--- src/hw/rtl/rfae_pkg.sv ---
// Shared types and constants for the register file ALU executor.
// Used by rfae_front, rfae_fifo, rfae_back and the top level.
package rfae_pkg;

  localparam int NUM_REGS   = 4;
  localparam int DATA_WIDTH = 32;
  localparam int IDX_W      = $clog2(NUM_REGS);
  localparam int Q_DEPTH    = 2;
  localparam int DIV_CNT_W  = $clog2(DATA_WIDTH + 1);

  typedef enum logic [3:0] {
    CMD_IN   = 4'd0,
    CMD_MOV  = 4'd1,
    CMD_XCHG = 4'd2,
    CMD_ADD  = 4'd3,
    CMD_SUB  = 4'd4,
    CMD_MUL  = 4'd5,
    CMD_DIV  = 4'd6,
    CMD_MOD  = 4'd7,
    CMD_AND  = 4'd8,
    CMD_OR   = 4'd9,
    CMD_XOR  = 4'd10,
    CMD_OUT  = 4'd11
  } cmd_t;

  // Decoded word handed from the front to the back.
  typedef struct packed {
    cmd_t                   cmd;
    logic [IDX_W-1:0]       dest;
    logic [IDX_W-1:0]       src_x;
    logic [IDX_W-1:0]       src_y;
    logic [DATA_WIDTH-1:0]  imm;
  } op_t;

endpackage

--- src/hw/rtl/rfae_front.sv ---
// Front end: accept input words, drop undefined commands, pick operands.
// Depends on rfae_pkg.
module rfae_front (
  input  logic                 clk,
  input  logic                 rst,
  input  logic                 in_valid,
  output logic                 in_ready,
  input  logic [3:0]           cmd,
  input  logic [1:0]           dest_index,
  input  logic [1:0]           src_a_index,
  input  logic [1:0]           src_b_index,
  input  logic                 three_operand,
  input  logic signed [31:0]   immediate,
  output logic                 op_valid,
  input  logic                 op_ready,
  output rfae_pkg::op_t        op
);
  import rfae_pkg::*;

  logic  ok;
  op_t   op_next;

  // Hold one decoded word; take a new one when empty or draining
  assign in_ready = !op_valid || op_ready;
  assign ok = (cmd <= 4'(CMD_OUT));

  always_comb begin
    op_next.cmd  = cmd_t'(cmd);
    op_next.dest = IDX_W'(dest_index % NUM_REGS);
    op_next.imm  = DATA_WIDTH'(immediate);
    if (three_operand && cmd >= 4'(CMD_ADD) && cmd <= 4'(CMD_XOR)) begin
      op_next.src_x = IDX_W'(src_a_index % NUM_REGS);
      op_next.src_y = IDX_W'(src_b_index % NUM_REGS);
    end else if (cmd >= 4'(CMD_ADD) && cmd <= 4'(CMD_XOR)) begin
      op_next.src_x = IDX_W'(dest_index % NUM_REGS);
      op_next.src_y = IDX_W'(src_a_index % NUM_REGS);
    end else begin
      op_next.src_x = IDX_W'(dest_index % NUM_REGS);
      op_next.src_y = IDX_W'(src_a_index % NUM_REGS);
    end
  end

  always_ff @(posedge clk) begin
    if (rst) begin
      op_valid <= 1'b0;
    end else if (in_ready) begin
      op_valid <= in_valid && ok;
    end
    if (in_ready) begin
      op <= op_next;
    end
  end

  // Undefined commands never reach the queue
  a_cmd_ok: assert property (@(posedge clk) disable iff (rst)
    op_valid |-> op.cmd <= CMD_OUT) else $error("bad cmd forwarded");
  a_hold: assert property (@(posedge clk) disable iff (rst)
    op_valid && !op_ready |=> op_valid && $stable(op)) else $error("word lost");
  a_drop: assert property (@(posedge clk) disable iff (rst)
    in_ready && !in_valid |=> !op_valid) else $error("word invented");

endmodule

--- src/hw/rtl/rfae_fifo.sv ---
// Short queue of decoded words between front and back.
// Depends on rfae_pkg.
module rfae_fifo (
  input  logic           clk,
  input  logic           rst,
  input  logic           wr_valid,
  output logic           wr_ready,
  input  rfae_pkg::op_t  wr_op,
  output logic           rd_valid,
  input  logic           rd_ready,
  output rfae_pkg::op_t  rd_op
);
  import rfae_pkg::*;

  localparam int PW = $clog2(Q_DEPTH);

  op_t           mem [Q_DEPTH];
  logic [PW-1:0] wp;
  logic [PW-1:0] rp;
  logic [PW:0]   count;
  logic          push;
  logic          pop;

  assign wr_ready = (count != (PW+1)'(Q_DEPTH));
  assign rd_valid = (count != '0);
  assign rd_op    = mem[rp];
  assign push     = wr_valid && wr_ready;
  assign pop      = rd_valid && rd_ready;

  // Advance pointers and count
  always_ff @(posedge clk) begin
    if (rst) begin
      wp    <= '0;
      rp    <= '0;
      count <= '0;
    end else begin
      if (push) wp <= wp + 1'b1;
      if (pop)  rp <= rp + 1'b1;
      count <= count + (PW+1)'(push) - (PW+1)'(pop);
    end
    if (push) begin
      mem[wp] <= wr_op;
    end
  end

  a_count: assert property (@(posedge clk) disable iff (rst)
    count <= (PW+1)'(Q_DEPTH)) else $error("queue overflow");
  a_ptr: assert property (@(posedge clk) disable iff (rst)
    (count == '0 || count == (PW+1)'(Q_DEPTH)) |-> wp == rp) else $error("ptr skew");
  a_pop: assert property (@(posedge clk) disable iff (rst)
    pop && !push |=> count == $past(count) - 1'b1) else $error("pop count");

endmodule

--- src/hw/rtl/rfae_back.sv ---
// Back end: register file, ALU, iterative divider and result register.
// Depends on rfae_pkg.
module rfae_back (
  input  logic                 clk,
  input  logic                 rst,
  input  logic                 op_valid,
  output logic                 op_ready,
  input  rfae_pkg::op_t        op,
  output logic                 out_valid,
  input  logic                 out_ready,
  output logic signed [31:0]   value,
  output logic                 divide_by_zero
);
  import rfae_pkg::*;

  localparam int W = DATA_WIDTH;

  typedef enum logic [1:0] {S_IDLE, S_MUL, S_DIV, S_DONE} state_t;

  state_t               state;
  logic [W-1:0]         rf [NUM_REGS];
  logic [W-1:0]         x;
  logic [W-1:0]         y;
  logic [W-1:0]         prod;
  logic [W-1:0]         quo;
  logic [W-1:0]         rem;
  logic [W-1:0]         dvs;
  logic [DIV_CNT_W-1:0] cnt;
  logic                 neg_q;
  logic                 neg_r;
  logic                 is_mod;
  logic [IDX_W-1:0]     dst;
  logic [W:0]           trial;
  logic [W-1:0]         rem_sh;
  logic                 take;
  logic                 res_free;
  logic                 res_load;

  assign x        = rf[op.src_x];
  assign y        = rf[op.src_y];
  assign res_free = !out_valid || out_ready;
  assign take     = (state == S_IDLE) && op_valid && res_free;
  assign op_ready = take;

  // Load the result register on OUT and on a zero divisor
  assign res_load = take && ((op.cmd == CMD_OUT) ||
                    (((op.cmd == CMD_DIV) || (op.cmd == CMD_MOD)) && (y == '0)));

  // One restoring step: shift in next dividend bit, trial subtract
  assign rem_sh = {rem[W-2:0], quo[W-1]};
  assign trial  = {1'b0, rem_sh} - {1'b0, dvs};

  always_ff @(posedge clk) begin
    if (rst) begin
      state     <= S_IDLE;
      out_valid <= 1'b0;
      for (int i = 0; i < NUM_REGS; i++) rf[i] <= '0;
    end else begin
      if (res_load) out_valid <= 1'b1;
      else if (out_ready) out_valid <= 1'b0;
      case (state)
        S_IDLE: begin
          if (take) begin
            dst <= op.dest;
            case (op.cmd)
              CMD_IN:   rf[op.dest] <= op.imm;
              CMD_MOV:  rf[op.dest] <= y;
              CMD_XCHG: begin
                rf[op.dest] <= y;
                if (op.dest != op.src_y) rf[op.src_y] <= x;
              end
              CMD_ADD:  rf[op.dest] <= x + y;
              CMD_SUB:  rf[op.dest] <= x - y;
              CMD_AND:  rf[op.dest] <= x & y;
              CMD_OR:   rf[op.dest] <= x | y;
              CMD_XOR:  rf[op.dest] <= x ^ y;
              CMD_MUL: begin
                prod  <= x * y;
                state <= S_MUL;
              end
              CMD_DIV, CMD_MOD: begin
                if (y == '0) begin
                  value          <= '0;
                  divide_by_zero <= 1'b1;
                end else begin
                  quo    <= x[W-1] ? -x : x;
                  dvs    <= y[W-1] ? -y : y;
                  rem    <= '0;
                  neg_q  <= x[W-1] ^ y[W-1];
                  neg_r  <= x[W-1];
                  is_mod <= (op.cmd == CMD_MOD);
                  cnt    <= DIV_CNT_W'(W);
                  state  <= S_DIV;
                end
              end
              CMD_OUT: begin
                value          <= 32'(signed'(rf[op.dest]));
                divide_by_zero <= 1'b0;
              end
              default: ;
            endcase
          end
        end
        S_MUL: begin
          rf[dst] <= prod;
          state   <= S_IDLE;
        end
        S_DIV: begin
          if (!trial[W]) begin
            rem <= trial[W-1:0];
            quo <= {quo[W-2:0], 1'b1};
          end else begin
            rem <= rem_sh;
            quo <= {quo[W-2:0], 1'b0};
          end
          cnt <= cnt - 1'b1;
          if (cnt == DIV_CNT_W'(1)) state <= S_DONE;
        end
        S_DONE: begin
          if (is_mod) rf[dst] <= neg_r ? -rem : rem;
          else        rf[dst] <= neg_q ? -quo : quo;
          state <= S_IDLE;
        end
        default: state <= S_IDLE;
      endcase
    end
  end

  a_ready: assert property (@(posedge clk) disable iff (rst)
    op_ready |-> state == S_IDLE) else $error("ready while busy");
  a_div_end: assert property (@(posedge clk) disable iff (rst)
    state == S_DIV && cnt == DIV_CNT_W'(1) |=> state == S_DONE) else $error("div count");
  a_dz: assert property (@(posedge clk) disable iff (rst)
    out_valid && divide_by_zero |-> value == '0) else $error("dz value");

endmodule

--- src/hw/rtl/register_file_alu_executor.sv ---
// Top level: front decode, word queue, back execution.
// Depends on rfae_pkg, rfae_front, rfae_fifo, rfae_back.
//
//  port group   dir  handshake            payload
//  input word   in   in_valid/in_ready    cmd, dest_index, src_a_index,
//                                         src_b_index, three_operand, immediate
//  result word  out  out_valid/out_ready  value, divide_by_zero
//
// IN, MOV, XCHG, ADD, SUB, logic ops and OUT finish in the idle state; MUL
// goes through the multiply register, then write back; DIV and MOD with a
// nonzero divisor: setup, 32 one-bit-per-cycle divider steps, write back.
// Reset (rst, synchronous) clears the registers and empties the queue.
// The front keeps taking words while the back is busy, until the queue fills.
module register_file_alu_executor (
  input  logic                clk,
  input  logic                rst,
  input  logic                in_valid,
  output logic                in_ready,
  input  logic [3:0]          cmd,
  input  logic [1:0]          dest_index,
  input  logic [1:0]          src_a_index,
  input  logic [1:0]          src_b_index,
  input  logic                three_operand,
  input  logic signed [31:0]  immediate,
  output logic                out_valid,
  input  logic                out_ready,
  output logic signed [31:0]  value,
  output logic                divide_by_zero
);
  import rfae_pkg::*;

  logic f_valid, f_ready, q_valid, q_ready;
  op_t  f_op, q_op;

  rfae_front u_front (
    .clk, .rst, .in_valid, .in_ready, .cmd, .dest_index, .src_a_index,
    .src_b_index, .three_operand, .immediate,
    .op_valid(f_valid), .op_ready(f_ready), .op(f_op)
  );

  rfae_fifo u_fifo (
    .clk, .rst, .wr_valid(f_valid), .wr_ready(f_ready), .wr_op(f_op),
    .rd_valid(q_valid), .rd_ready(q_ready), .rd_op(q_op)
  );

  rfae_back u_back (
    .clk, .rst, .op_valid(q_valid), .op_ready(q_ready), .op(q_op),
    .out_valid, .out_ready, .value, .divide_by_zero
  );

endmodule

--- config.mk ---
export PLATFORM = sky130hd
export DESIGN_NAME = register_file_alu_executor
export DESIGN_NICKNAME = d
export VERILOG_FILES = /design/src/hw/rtl/rfae_pkg.sv /design/src/hw/rtl/rfae_front.sv /design/src/hw/rtl/rfae_fifo.sv /design/src/hw/rtl/rfae_back.sv /design/src/hw/rtl/register_file_alu_executor.sv
export SDC_FILE = /design/constraint.sdc
export NUM_CORES = 2
export LEC_CHECK = 0
export BUFFER_PORTS_ARGS = -buffer_cell sky130_fd_sc_hd__clkbuf_2
export CORE_UTILIZATION = 65
export CTS_CLUSTER_DIAMETER = 200
export DETAILED_ROUTE_END_ITERATION = 8
export PLACE_DENSITY = 0.82
export SYNTH_ARGS = -nofsm -noshare
export SYNTH_HDL_FRONTEND = slang
export SYNTH_SLANG_ARGS = --single-unit
--- constraint.sdc ---
create_clock -name clk -period 16.8 [get_ports clk]
set_input_delay 2.52 -clock clk [delete_from_list [all_inputs] [get_ports clk]]
set_output_delay 2.52 -clock clk [all_outputs]
set_load 0.05 [all_outputs]
==> impl_metrics.yaml <==
synth:
  synth_area_leaders: "edfxtp_1, fa_1, ha_1"
  ys_async_sr_fraction_pct: 0
  synth.top_cell.area_share_pct: 29.04
  syn_inst: 4592
  synth_area_mm2: 0.04405
  ys_ff_latch: 435
  ys.flop_type: "edfxtp_1"
  synth-edff-count: 426
  synth-seq-area-share_pct: 29.45
  ys_types: 91
  avgSynthCellArea_um2: 9.593
  synth.yosys.warnings: 0
  synth_largest_area_cell: "edfxtp_1"
  syn_nets: 5306
outcome:
  status: "finished with violations"
  violations: "design-rule violations"
worst_hold_path:
  hp-class: "register to register"
  whs_path_depth: 0
  min-delay-start: "u_front.op[0]"
  min_to: "u_fifo.mem[1][0]"
global_route:
  grt_pass1_wl_mm: 248.6
  grt_max_degree: 71
  grt_usage_pct: 49.72
  antenna_found_initial: 15
  overflow: 0
  grt_pass1_vias: 37570
timing:
  fin_crit_sh_pct: 61.13
  worstMarginPinSlew_ns: 1.465
  slew_headroom_pct: 2.305
  post-route-min-period_ns: 10.27
  rsz0062_at_grt: "no"
  clock_skew_ns: 0.04848
  drv_slew: 0
  fmax_mhz: 97.37
  finalHoldViolations: 0
  final.setup.tns_ns: 0
  setup_viol: 0
worst_setup_path:
  cp_slowest_stage_delay_ns: 0.95
  worst_setup_path_end_kind: "register"
  cp_data_required_time_ns: 17.19
  r2r-end: "u_back.prod[31]"
  cpMostUsedCell: "fa_1"
  r2r_cells: 29
  ff2ff_setup_slack_ns: 6.53
  critPathSlowestCell: "clkinv_1"
  critPathLaunchType: "register"
  arrival_ns: 10.66
  critical_path.max_fanout: 51
  worstSetupPathType: "register to register"
detailed_routing:
  drtIter0Drc: 6643
  firstDrtPassIters: 9
  drt-vias-per-instance: 7.065
  finalWirelength_mm: 170.7
  wire_per_inst_um: 31.27
  postRouteAntennaNets: 0
  vias: 38560
  drc: 1
cts:
  ctsHtreeMaxLevel: 2
  cts_setup_buffers: 0
  cts_tree: "done"
  cts_buffers: 48
  cts_hold_buf: 0
  clkLatencyLatePin_ns: 0.66
  post_cts_resized: 0
  clockBufferDepth: 3
  cts.sinks: 435
  cts_root_buf: "clkbuf_16"
  clkTransAtPathRegs_ns: 0.08
layout:
  final_nets: 5249
  nFillCells: 5014
  drive_above_1_share_pct: 8.721
  area_growth_pct: 6.533
  fin_cells: 5458
  finish.utilization_pct: 69.88
floorplan:
  rows: 95
  coreArea_mm2: 0.06716
  ioPinCount: 82
  start_util_pct: 65.59
  die_y_um: 262.3
  dieArea_mm2: 0.06882
  die_width_um: 262.3
place:
  gp_congestion: 1.124
  dpl.cell_count: 5358
  place_hpwl_mm: 123.0
  portBuffers: 81
run:
  max_cap_violations: 0
cell type report:
class / count / area (um2) / area share (%)
antenna: 10 / 25.02 / 0.05332
clock buffer: 60 / 1276 / 2.719
clock inverter: 30 / 316.6 / 0.6745
inverter: 456 / 1712 / 3.647
multi-input combinational: 3429 / 28490 / 60.72
sequential: 435 / 12980 / 27.65
tap: 873 / 1092 / 2.328
timing repair buffer: 165 / 1036 / 2.208
worst max path at each step:
stage	slack (ns)	startpoint	depth (start not counted)	to
after global placement	6.95	register	27	u_back.prod[31]
after CTS	6.77	register	28	u_back.prod[31]
after detailed placement	6.75	register	28	u_back.prod[31]
after floorplan	7.87	register	31	u_back.prod[30]
after global routing	6.27	register	27	u_back.prod[30]
final	6.53	register	29	u_back.prod[31]
state kept, by name (all words and copies together) (netlist names), 2 cells and up, named ones only:
register	cells
u_back.value	32
u_fifo.mem	84
u_back.prod	32
u_back.dst	2
u_fifo.count	2
u_back.quo	32
u_front.op	42
u_back.rem	32
u_back.cnt	6
u_back.rf	128
u_back.state	2
u_back.dvs	32
worst max-delay path, delay by kind of cell (launching register included):
family / cells / cell delay (ns)
muxes: 2 / 1.21
buffers and inverters: 6 / 1.79
and+or+nand+nor: 5 / 1.20
adders and majority gates: 9 / 3.24
xor gates and xnor gates: 1 / 0.23
DFF: 1 / 0.56
AOI/OAI and AO/OA: 6 / 1.74
cell families (layout without fill, tap and decap cells):
logic type               Yosys count  after routing  synth area share, %
adder cells (fa/ha/maj)          667            667                25.95
multiplexers                     194            194                6.527
AO/OA/AOI/OAI                    902            902                13.03
buffers and inverters            728            711                6.317
flip-flops                       435            435                29.45
AND/OR/NAND/NOR                 1423           1423                13.86
XOR/XNOR                         243            243                4.863
other                              0             10                    0
cells in the final DEF (no fill, tap or decap), types with 50 or more instances in the layout:
| cell type | synthesis | layout |
|---|---|---|
| o21ai_0 | 230 | 230 |
| xnor2_1 | 187 | 187 |
| clkbuf_2 | 0 | 81 |
| ha_1 | 256 | 256 |
| nand3_1 | 57 | 56 |
| nor2_1 | 445 | 443 |
| buf_4 | 3 | 84 |
| xor2_1 | 55 | 55 |
| nand2_1 | 658 | 658 |
| edfxtp_1 | 426 | 426 |
| a21oi_1 | 219 | 219 |
| mux4_2 | 72 | 72 |
| fa_1 | 411 | 411 |
| o22ai_1 | 71 | 71 |
| inv_1 | 423 | 423 |
| nor2b_1 | 51 | 50 |
| mux2i_1 | 106 | 96 |
layer usage:
| layer | share of wire, % | GRT usage (%) | routed length, um |
|---|---|---|---|
| met5 | 0.091 | 0.7623 | 156 |
| met4 | 8.1 | 30.19 | 13880 |
| met3 | 17 | 24.21 | 29330 |
| met2 | 40 | 69.01 | 68760 |
| met1 | 34 | 62.41 | 58560 |
synth_stat cells, types with 48 or more instances:
cell,count
o21ai_0,230
mux2i_1,106
xor2_1,55
xnor2_1,187
nand3_1,57
mux4_2,72
nor2b_1,51
clkbuf_1,220
nand2_1,658
o22ai_1,71
nor2_1,445
inv_1,423
edfxtp_1,426
a211oi_1,48
ha_1,256
fa_1,411
a21oi_1,219
per-stage QoR:
step / hold WS, ns / worst slack [ns] / instance area [um2]
floorplan: 0.4215 / 7.873 / 44050
global placement: 0.4226 / 6.949 / 45310
detailed placement: 0.4347 / 6.745 / 45310
CTS: 0.4392 / 6.766 / 46910
global route: 0.4557 / 6.265 / 46910
finish: 0.4360 / 6.530 / 46930
Power is left out: the tool's default activity adds up to more than one toggle a clock period on the data nets, which glitch-free logic cannot reach.
